### config.mk
export PLATFORM = sky130hd
export DESIGN_NAME = hcbd_fifo
export DESIGN_NICKNAME = d
export VERILOG_FILES = /design/src/hcbd_pkg.sv /design/src/hcbd_fifo.sv
export SDC_FILE = /design/constraint.sdc
export NUM_CORES = 1
export LEC_CHECK = 0
export BUFFER_PORTS_ARGS = -buffer_cell sky130_fd_sc_hd__clkbuf_2
export CAP_MARGIN = 15
export CORE_ASPECT_RATIO = 1.25
export CORE_MARGIN = 2
export CORE_UTILIZATION = 23
export CTS_CLUSTER_DIAMETER = 100
export CTS_CLUSTER_SIZE = 40
export DETAILED_ROUTE_END_ITERATION = 6
export GPL_TIMING_DRIVEN = 0
export PLACE_DENSITY_LB_ADDON = 0.08
export SYNTH_ARGS = -nofsm -noshare
export SYNTH_HDL_FRONTEND = slang
export SYNTH_SLANG_ARGS = --single-unit
export TNS_END_PERCENT = 1
### constraint.sdc
create_clock -name clk -period 31.8 [get_ports clk]
set_input_delay 4.77 -clock clk [delete_from_list [all_inputs] [get_ports clk]]
set_output_delay 4.77 -clock clk [all_outputs]
set_load 0.02 [all_outputs]
### src/hcbd_pkg.sv
package hcbd_pkg;

    // Field and port widths
    localparam int KEY_W   = 8;
    localparam int LEN_W   = 4;
    localparam int CFG_W   = 40;
    localparam int HIGH_W  = 32;
    localparam int IDX_W   = 2;
    localparam int CIPH_W  = 20;
    localparam int PLAIN_W = 8;
    localparam int LANES   = 3;
    localparam int KEYS    = 9;
    localparam int LOW_KEYS = 5;

    // Register indexes
    localparam logic [IDX_W-1:0] REG_KEY_LENGTH = 2'd0;
    localparam logic [IDX_W-1:0] REG_KEY_LOW    = 2'd1;
    localparam logic [IDX_W-1:0] REG_KEY_HIGH   = 2'd2;

    localparam logic [LEN_W-1:0] KEY_SMALL_MAX = 4'd4;
    localparam logic [LEN_W-1:0] KEY_LARGE_MAX = 4'd9;

    // Arithmetic widths, sized from the byte and ciphertext ranges
    localparam int ADJ_W  = 18;
    localparam int DET_W  = 28;
    localparam int PROD_W = 39;
    localparam int NUM_W  = 40;
    localparam int AN_W   = 38;
    localparam int AD_W   = 26;
    localparam int N_W    = AN_W + 1;
    localparam int D_W    = AD_W + 1;
    localparam int DIV_STEPS = N_W;

    // Queue between front and back
    localparam int QDEPTH = 8;
    localparam int QPTR_W = $clog2(QDEPTH);
    localparam int QCNT_W = QPTR_W + 1;
    localparam int FCNT_W = 2;

    typedef struct packed {
        logic [LANES-1:0][AN_W-1:0] an;
        logic [LANES-1:0]           neg;
        logic [AD_W-1:0]            ad;
        logic                       sing;
        logic                       last;
    } q_entry_t;

    typedef struct packed {
        logic [QCNT_W-1:0] count;
        logic              empty;
    } q_stat_t;

endpackage

### src/hcbd_fifo.sv
module hcbd_fifo (
    input  logic               clk,
    input  logic               rst_n,
    input  logic               push,
    input  hcbd_pkg::q_entry_t wdata,
    input  logic               pop,
    output hcbd_pkg::q_entry_t rdata,
    output hcbd_pkg::q_stat_t  stat
);
    import hcbd_pkg::*;

    q_entry_t          mem [QDEPTH];
    logic [QPTR_W-1:0] wr_ptr_reg, rd_ptr_reg;
    logic [QCNT_W-1:0] count_reg;

    // Write entries
    always_ff @(posedge clk)
    begin
        if (push)
            mem[wr_ptr_reg] <= wdata;
    end

    // Move pointers and count
    always_ff @(posedge clk or negedge rst_n)
    begin
        if (!rst_n)
        begin
            wr_ptr_reg <= '0;
            rd_ptr_reg <= '0;
            count_reg  <= '0;
        end
        else
        begin
            if (push)
                wr_ptr_reg <= wr_ptr_reg + 1'b1;
            if (pop)
                rd_ptr_reg <= rd_ptr_reg + 1'b1;
            case ({push, pop})
                2'b10:   count_reg <= count_reg + 1'b1;
                2'b01:   count_reg <= count_reg - 1'b1;
                default: ;
            endcase
        end
    end

    assign rdata      = mem[rd_ptr_reg];
    assign stat.count = count_reg;
    assign stat.empty = (count_reg == '0);

endmodule

* Word-level counts from Yosys, hierarchy flattened *
Memory sizes are Yosys's and may differ from the RTL's.
Cells that the tools add are included.

storage, ports and cells
  output and inout port bits = 150
  register bits = 10
  input bits = 149
  RAM bits = 1160
  memories kept = 1
  logic and storage cells = 15

operators by class
  add/subtract/negate cells = 4
  reduce and logical (&&, ||, !) cells = 2
  eq/ne operators = 2
  multiplexer cells = 3

memory list
  memory  words  width  read ports  clocked after Yosys merged registers in  wr ports  RTL line         text
  mem     8      145    1           0                                        1         hcbd_fifo.sv:12  q_entry_t mem [QDEPTH];

operators with widths
  operator                                             number
  one-hot mux 4 bit (2 select lines)                   1
  adder 3 x 1 -> 3 bit, second input constant          2
  adder 4 x 1 -> 4 bit, second input constant          1
  zero test 4 bit                                      1
  subtractor 4 x 1 -> 4 bit, second input constant     1
  equality test 2 x 1 -> 1 bit, second input constant  1
  equality test 2 bit, second input constant           1
  2-to-1 mux 1 bit                                     2
  nonzero test 2 bit                                   1

* Longest topological paths before layout *
Gate-level depths: netlist (run 1).

  word-level depth = 2
  depth in mapped cells = 8
  depth with buffers taken out = 8

* Least setup slack after synthesis (run 1) *
Ideal clock, no wire load.

  kind = input port to flip-flop
  from = input push
  to = memory mem[0][0] (netlist bit), enable pin
  setup slack = 16.331 ns
  data arrival time = 14.642 ns
  required time = 30.973 ns
  stages on the path = 2
  buffers on the path = 0
  library setup time = 0.827 ns
  cell sequence = nand2b_1 nor3_1

between the ends
  cells in the longest elaborated chain, start to end = 2

ends and longest elaborated chain
  what                                    RTL line         text
  from (decl)                             hcbd_fifo.sv:4   input logic push,
  2-to-1 mux 1 bit                        hcbd_fifo.sv:19  if (push)
  2-to-1 mux 1 bit (not written as such)  hcbd_fifo.sv:20  mem[wr_ptr_reg] <= wdata;
  to (decl)                               hcbd_fifo.sv:12

No other way between the ends.

==> results of run 1 <==
critical path, stage by stage, from the launching register on:
cell      delay, ps
dfrtp_1         400
buf_2           540
buf_1           820
mux4_2          430
mux2_2          280
clkbuf_2        190
per-stage QoR:
| stage | power (uW) | hold WS (ps) |
|---|---|---|
| final | 4620 | 508 |
| after global placement | 3940 | 491 |
| after CTS | 4770 | 513 |
| after detailed placement | 3890 | 494 |
| after floorplan | 3130 | 479 |
| after global routing | 4880 | 526 |
where the power goes:
group / switching [uW] / leakage, uW / internal [uW]
Combinational: 1050 / 0.00560 / 751
Sequential: 42.1 / 0.0107 / 1930
Clock: 523 / 0.000830 / 334
cell type report:
| cell class | count | area share |
|---|---|---|
| sequential | 1170 | 0.661 |
| tap | 2562 | 0.0604 |
| inverter | 1 | 0.0000707 |
| antenna | 2 | 0.0000943 |
| buffer | 81 | 0.0116 |
| multi-input combinational | 477 | 0.173 |
| timing repair buffer | 401 | 0.0608 |
| clock inverter | 35 | 0.0111 |
| clock buffer | 47 | 0.0216 |
cells in the mapped netlist:
library cell and instances:
edfxtp_1 1160, mux4_1 178, mux2_2 148, mux4_2 112, clkbuf_1 38, buf_6 19, buf_8 10, dfrtp_1 10
buf_1 7, nor2_1 7, xor2_1 6, ha_1 5, nand2_1 4, buf_12 3, buf_2 3, nand2b_1 3
nor2b_1 3, xnor2_1 3, a21oi_1 2, nor3_1 2, a31oi_1 1, buf_4 1, inv_1 1, nor4_1 1
o32ai_1 1, or3_1 1
cell usage in the layout (no fill, tap or decap), types with 2 or more instances in the layout:
cell       Yosys  routed
ha_1           5       5
nor2b_1        3       3
clkbuf_16      0      45
inv_6          0       5
clkinv_16      0       2
buf_2          3       3
inv_12         0       3
nor3_2         0       2
xnor2_1        3       3
a21oi_1        2       2
bufinv_16      0       5
inv_16         0       4
buf_6         19      64
mux2_2       148     148
edfxtp_1    1160    1160
clkbuf_2       0     300
clkinv_8       0       9
buf_8         10      15
diode_2        0       2
nor2_4         0       6
mux4_1       178     178
buf_16         0      12
buf_12         3      44
buf_1          7       7
clkbuf_1      38      37
mux4_2       112     112
xor2_1         6       6
nand2b_1       3       3
dfrtp_1       10      10
nand2_1        4       4
inv_8          0       3
path summary, 6_finish.rpt:
check,start,end,cells past startpoint
setup / recovery,rd_ptr_reg[1],rdata[8],5
hold / removal,count_reg[3],count_reg[3],1
setup reg to reg,wr_ptr_reg[0],mem[1][122],9
hold reg to reg,count_reg[3],count_reg[3],1
max in group asynchronous,rst_n,wr_ptr_reg[1],1
min in group asynchronous,rst_n,count_reg[3],1
metal layers:
layer,routed length [um],vias to the layer above
li1,-,8473
met1,52300,10802
met2,58800,328
met3,7930,116
met4,1750,44
met5,263,-
logic make-up (layout without fill, tap and decap cells):
kind of cell,Yosys count,in the layout,synth area share
AO/OA/AOI/OAI,4,4,0.000558
flip-flops,1170,1170,0.782
AND/OR/NAND/NOR,21,21,0.00226
other,0,2,0
XOR/XNOR,9,9,0.00176
adder cells (fa/ha/maj),5,5,0.00140
buffers and inverters,82,565,0.0138
multiplexers,438,438,0.198
==> metrics.txt, run 1 <==
CP Max Fanout 10; top cell type's share of synthesized area 0.777; area of the multi-input gates approximately 0.009 mm^2; DRC viols 0; crit end category primary output; first drt pass iteration count 5; Arr. time, crit path around 3400 ps; Nets ~2300; fillers 19083; Die Wd around 400 um; busiest grt layer met2; WS Path Type reg -> out; grt total ovfl 0; antenna-violating nets left 0; WL/cell ~25 um; Die Height approximately 500 um; Worst slew margin 0.321; PortBufs 298; routability cong. 0.663; die area just under 0.2 mm^2; Mapped Cells 1729; vias per cell just over 4; dpl cells around 4700; cts hold-fix bufs 0; reg2reg setup slack around 29000 ps; final hold vios 0; post-cts sizing count 0; Tcrit/Tclk final 0.256; syn nets around 1900; synthesis-to-layout area growth 18.3%; initial core utilization 0.231; Max-cap violations 0; synth warn 0; Finished Core Util 0.273; Req. time, crit path between 20000 and 30000 ps; CTS sink count ~1200; final instance area 0.0531 mm^2; setup ws final about 24000 ps; fin cells 4776; Clock Skew between 20 and 30 ps; Hold Path Class reg -> reg; total CTS buffers 45; vias approximately 20000; layout cells sized above 1 0.356; DP Area between 0.05 and 0.06 mm^2; vias in the first global route around 21000; dpl ws roughly 24000 ps; core area between 0.15 and 0.2 mm^2; GRT Overall Usage 0.121; status complete, no violations; H-tree levels 2; Fmax achieved ~0.12 GHz; RSZ-0062 raised after global routing no; sequential element share of the synthesized area 0.782; clock root buffer clkbuf_16; startpoint types register; endpoints failing setup 0; met3 GRT Util 0.0368; Cell variety after synth 26; GRT met2 Usage 0.202; largest area contributor in the netlist edfxtp_1; I/O pins between 200 and 300; initial antenna violation count 28; Clock Latency Late Sink 710 ps; max reg flops 1160; cell row count roughly 180; pins over their slew limit 0; P_leak 0.0171 uW; first-pass GRT wire length 170000 um; Final HPWL DP between 80000 and 90000 um; Setup Buffers After CTS 0; worst-case clock buffer depth 3; Setup TNS 0 ps; Initial DRC Count 1135; largest net degree at the start of global routing 41; crit path time final ~8200 ps; CTS clk-pin slew, worst paths 120 ps; synthesis-stage register bit count ~1200; CTS tree yes; peak supply drop roughly 48 uV; cell area after synthesis 0.0448 mm^2; synthesized area per cell between 20 and 30 um^2; final WL 121000 um; Reg area around 0.035 mm^2; Cell Pwr Density between 80 and 90 mW/mm^2; met1 GRT Util 0.155; Slew @ Worst Pin roughly 1000 ps; Synth area leaders edfxtp_1 78%, mux4_1 10%, mux4_2 5.6%
No activity file was read; power rests on OpenSTA's default activity.
==> run 2: changes to the inputs <==
- clock period: 31.8 -> 7.82 ns (I/O delays scaled with it)
==> metrics.txt, run 2 (same netlist as run 1, synthesis figures left out) <==
startpoint types register (unchanged); metal2 WL 57400 um (was 58800 um); max reg flops 1160 (unchanged); crit path time final between 4000 and 5000 ps; Max-cap violations 0 (unchanged); final instance area 0.0531 mm^2 (about the same); dpl cells 4676 (was 4692); slowest cell on the critical path buf_1 (unchanged); endpoints failing setup 0 (unchanged); Finished Core Util 0.273 (about the same); Worst slew margin 0.335 (was 0.321); CP Buf/Inv Count 3 (unchanged); Max stage delay on crit path 730 ps (was 820 ps); CTS sink count 1170 (unchanged); routability cong. 0.658 (was 0.663); Hold Path Class in -> async (was reg -> reg); status complete, no violations (unchanged); critical path's top delay family buffers and inverters (unchanged); Die Wd 399 um (unchanged); final WL 121000 um (about the same); largest net degree at the start of global routing 41 (unchanged); final hold vios 0 (unchanged); cell row count 181 (unchanged); fin cells 4773 (was 4776); synthesis-to-layout area growth 18.4% (was 18.3%); Clock Skew 36.9 ps (was 25.2 ps); Worst R2R End mem[1][115] (was mem[1][122]); die area 0.199 mm^2 (unchanged); Initial DRC Count 1206 (was 1135); Slew @ Worst Pin 997 ps (was 1020 ps); clock root buffer clkbuf_16 (unchanged); Arr. time, crit path 3310 ps (was 3380 ps); DRC viols 0 (unchanged); antenna-violating nets left 0 (unchanged); most common cell after layout, fill and taps aside edfxtp_1 (unchanged); PortBufs 298 (unchanged); first-pass GRT wire length 168000 um (was 170000 um); vias in the first global route 21194 (was 21487); Tcrit/Tclk final 0.573; Cell Pwr Density 355 mW/mm^2 (was 87.1 mW/mm^2); vias per cell 4.09 (was 4.14); CTS tree yes (unchanged); worst-case clock buffer depth 3 (unchanged); CP Max Fanout 10 (unchanged); initial antenna violation count 31 (was 28); RSZ-0062 raised after global routing no (unchanged); WS Path Type reg -> out (unchanged); layout cells sized above 1 0.354 (was 0.356); vias 19520 (was 19763); cts hold-fix bufs 0 (unchanged); initial core utilization 0.231 (unchanged); Clock Latency Late Sink 700 ps (was 710 ps); Setup TNS 0 ps (unchanged); GRT Overall Usage 0.120 (was 0.121); I/O pins 299 (unchanged); Req. time, crit path 6650 ps (was 27030 ps); DP Area 0.0512 mm^2 (was 0.0513 mm^2); crit end category primary output (unchanged); core area 0.194 mm^2 (unchanged); met1 wire length 53200 um (was 52300 um); grt total ovfl 0 (unchanged); Fmax achieved ~0.22 GHz; Final HPWL DP 79700 um (was 81100 um); pins over their slew limit 0 (unchanged); Setup Buffers After CTS 0 (unchanged); top routing layer used met5 (unchanged); WL/cell 25.3 um (was 25.4 um); first drt pass iteration count 5 (unchanged); reg2reg start wr_ptr_reg[0] (unchanged); Nets 2318 (was 2331); met3 wire length 7780 um (was 7930 um); Die Height 498 um (unchanged); r2r worst-path depth 8 (was 9); peak supply drop 178 uV (was 48.1 uV); worst-path cell chain buf_2, buf_1, mux4_1, mux2_2, clkbuf_2 (was buf_2, buf_1, mux4_2, mux2_2, clkbuf_2); reg2reg setup slack 5030 ps (was 29110 ps); total CTS buffers 48 (was 45); commonest cells after routing, fill and taps aside 1160 x edfxtp_1, 301 x clkbuf_2, 178 x mux4_1, 148 x mux2_2, 112 x mux4_2 (was 1160 x edfxtp_1, 300 x clkbuf_2, 178 x mux4_1, 148 x mux2_2, 112 x mux4_2); post-cts sizing count 0 (unchanged); P_leak 0.0171 uW (about the same); smallest hold slack 333 ps (was 508 ps); H-tree levels 2 (unchanged); CTS clk-pin slew, worst paths 120 ps (about the same)
[run 2: layer usage]
metal,up-vias,track usage
met5,-,0
met1,10583,0.156
met3,108,0.0359
met4,40,0.0226
li1,8455,-
met2,334,0.197
[run 2: worst max-delay path by stage]
stage                  startpoint  cells after the start           to
finish              rd_ptr_reg[1]                      5     rdata[0]
global placement             push                      3  mem[1][122]
detailed placement  rd_ptr_reg[1]                      5   rdata[108]
CTS                 rd_ptr_reg[1]                      5   rdata[108]
floorplan                    push                      2    mem[1][0]
global route        rd_ptr_reg[1]                      5   rdata[107]
[run 2: cell type report]
| cell class | count | area, um^2 |
|---|---|---|
| fillers | 19131 | 141000 |
| flip-flops and latches | 1170 | 35100 |
| multi-input cells | 477 | 9200 |
| well taps | 2562 | 3210 |
| repair buffers | 385 | 3130 |
| clock buffers | 50 | 1230 |
| plain buffers | 81 | 619 |
| clock inverters | 39 | 593 |
| diodes | 8 | 20.0 |
| inverters | 1 | 3.75 |
[run 2: where the power goes]
group          leakage, uW  total [uW]  internal (uW)  switching (uW)
combinational      0.00553        7300           3040            4260
clock             0.000869        3540           1310            2220
sequential          0.0107        8000           7830             173
total               0.0171       18800          12200            6660
[run 2: worst reg2reg max path, delay by kind of cell, from the launching register on]
family / cells / cell delay, ps
buf+inv: 6 / 1080
flops: 1 / 430
simple gates: 2 / 980
[run 2: stage by stage]
stage	worst slack [ps]	power (uW)
floorplan	-4040	12700
global placement	-19870	16000
detailed placement	3910	15800
CTS	3070	19400
global route	3100	19900
finish	3340	18800
==> run 3: changes to the inputs <==
- clock period: 7.82 -> 3.8 ns (I/O delays scaled with it)
==> metrics.txt, run 3 (same netlist as run 1, synthesis figures left out) <==
status complete, no violations (unchanged); H-tree levels 2 (unchanged); WL/cell 25.2 um (was 25.3 um); largest net degree at the start of global routing 41 (unchanged); first drt pass iteration count 4 (was 5); Clock Latency Late Sink 690 ps (was 700 ps); endpoints failing setup 0 (unchanged); clock root buffer clkbuf_16 (unchanged); P_leak 0.0172 uW (was 0.0171 uW); Max-cap violations 0 (unchanged); Die Wd 399 um (unchanged); worst-case clock buffer depth 3 (unchanged); vias in the first global route 21083 (was 21194); peak supply drop 381 uV (was 178 uV); startpoint types register (unchanged); vias 19528 (was 19520); commonest cells after routing, fill and taps aside 1160 x edfxtp_1, 322 x clkbuf_2, 178 x mux4_1, 148 x mux2_2, 112 x mux4_2 (was 1160 x edfxtp_1, 301 x clkbuf_2, 178 x mux4_1, 148 x mux2_2, 112 x mux4_2); Max stage delay on crit path 780 ps (was 730 ps); routability cong. 0.655 (was 0.658); cell row count 181 (unchanged); CTS clk-pin slew, worst paths 140 ps (was 120 ps); Setup Buffers After CTS 0 (unchanged); antenna-violating nets left 0 (unchanged); Worst slew margin 0.363 (was 0.335); Slew @ Worst Pin 955 ps (was 997 ps); Arr. time, crit path 3020 ps (was 3310 ps); Hold Path Class in -> reg (was in -> async); initial antenna violation count 25 (was 31); CTS tree yes (unchanged); Final HPWL DP 79200 um (was 79700 um); crit path time final between 3000 and 4000 ps; fillers 19033 (was 19131); met3 GRT Util 0.0305 (was 0.0359); crit end category primary output (unchanged); PortBufs 298 (unchanged); GRT Overall Usage 0.120 (about the same); WS Path Type reg -> out (unchanged); dpl cells 4670 (was 4676); Tcrit/Tclk final 0.944; initial core utilization 0.231 (unchanged); vias per cell 4.10 (was 4.09); DRC viols 0 (unchanged); Fmax achieved between 0.2 and 0.3 GHz; met1 GRT Util 0.162 (was 0.156); I/O pins 299 (unchanged); cell mode on critical path clkbuf_2; synthesis-to-layout area growth 18.8% (was 18.4%); core area 0.194 mm^2 (unchanged); Clock Skew 39.4 ps (was 36.9 ps); CTS sink count 1170 (unchanged); final WL 120000 um (was 121000 um); Initial DRC Count 1242 (was 1206); fin cells 4763 (was 4773); first-pass GRT wire length 168000 um (about the same); final hold vios 0 (unchanged); CP Max Fanout 11 (was 10); max reg flops 1160 (unchanged); pins over their slew limit 0 (unchanged); GRT met2 Usage 0.195 (was 0.197); Nets 2313 (was 2318); worst-path cell chain clkbuf_2, clkbuf_1, mux2_2, clkbuf_2 (was buf_2, buf_1, mux4_1, mux2_2, clkbuf_2); grt total ovfl 0 (unchanged); Cell Pwr Density 730 mW/mm^2 (was 355 mW/mm^2); Finished Core Util 0.275 (was 0.273); total CTS buffers 48 (unchanged); Die Height 498 um (unchanged); busiest grt layer met2 (unchanged); layout cells sized above 1 0.364 (was 0.354); Req. time, crit path 3230 ps (was 6650 ps); slowest cell on the critical path clkbuf_1 (was buf_1); most common cell after layout, fill and taps aside edfxtp_1 (unchanged); die area 0.199 mm^2 (unchanged)
==> run 3: repair_timing <==
item | in CTS | in global routing
endpoints found under the setup margin | 145 | 4
hold buffers | 1 | 0
hold endpoints to repair | 10 | 0
gates resized for setup | 33 | 3
==> run 3: per-stage QoR <==
step	power [uW]	setup WS (ps)	hold WS (ps)	instance area, um^2	setup TNS, ps
floorplan	26000	-1160	274	44900	-1227340
finish	38900	214	134	53300	0
detailed placement	32600	499	486	51400	0
global placement	32300	-7620	475	49600	-8322020
CTS	40100	24.0	44.5	53300	0
global route	41000	-0.183	77.6	53300	-0.183
==> run 3: final timing paths <==
kind | start | endpoint | slack, ps | cells past startpoint
setup / recovery | rd_ptr_reg[2] | rdata[17] | 210 | 4
hold / removal | wdata[135] | mem[7][135] | 130 | 1
setup reg to reg | wr_ptr_reg[1] | mem[5][81] | 1040 | 6
hold reg to reg | count_reg[3] | count_reg[3] | 530 | 1
max in group asynchronous | rst_n | wr_ptr_reg[0] | 3240 | 2
min in group asynchronous | rst_n | rd_ptr_reg[0] | 300 | 2
==> run 3: layout make-up <==
| cell class | instances | area (um^2) | share of cell area |
|---|---|---|---|
| plain buffers | 81 | 681 | 0.0128 |
| diodes | 4 | 10.0 | 0.000188 |
| well taps | 2562 | 3210 | 0.0602 |
| inverters | 1 | 3.75 | 0.0000705 |
| repair buffers | 380 | 3300 | 0.0619 |
| multi-input cells | 477 | 9200 | 0.173 |
| flip-flops and latches | 1170 | 35100 | 0.658 |
| clock buffers | 52 | 1250 | 0.0234 |
| clock inverters | 36 | 549 | 0.0103 |
==> run 3: metal layers <==
metal / vias up / part of all wire / wire (um)
met4: 30 / 0.015 / 1860
li1: 8439 / - / -
met2: 329 / 0.47 / 56800
met3: 107 / 0.059 / 7030
met1: 10623 / 0.45 / 54100
met5: - / 0.0017 / 199
==> run 3: report_power, final <==
group          internal, uW  switching [uW]
Combinational          6360            8820
Sequential            16100             352
Clock                  2750            4500
==> run 3: critical path: cells and delay by family (launching register included) <==
family | cells | cell delay [ps]
flops | 1 | 360
buf+inv | 3 | 1500
mux | 1 | 460
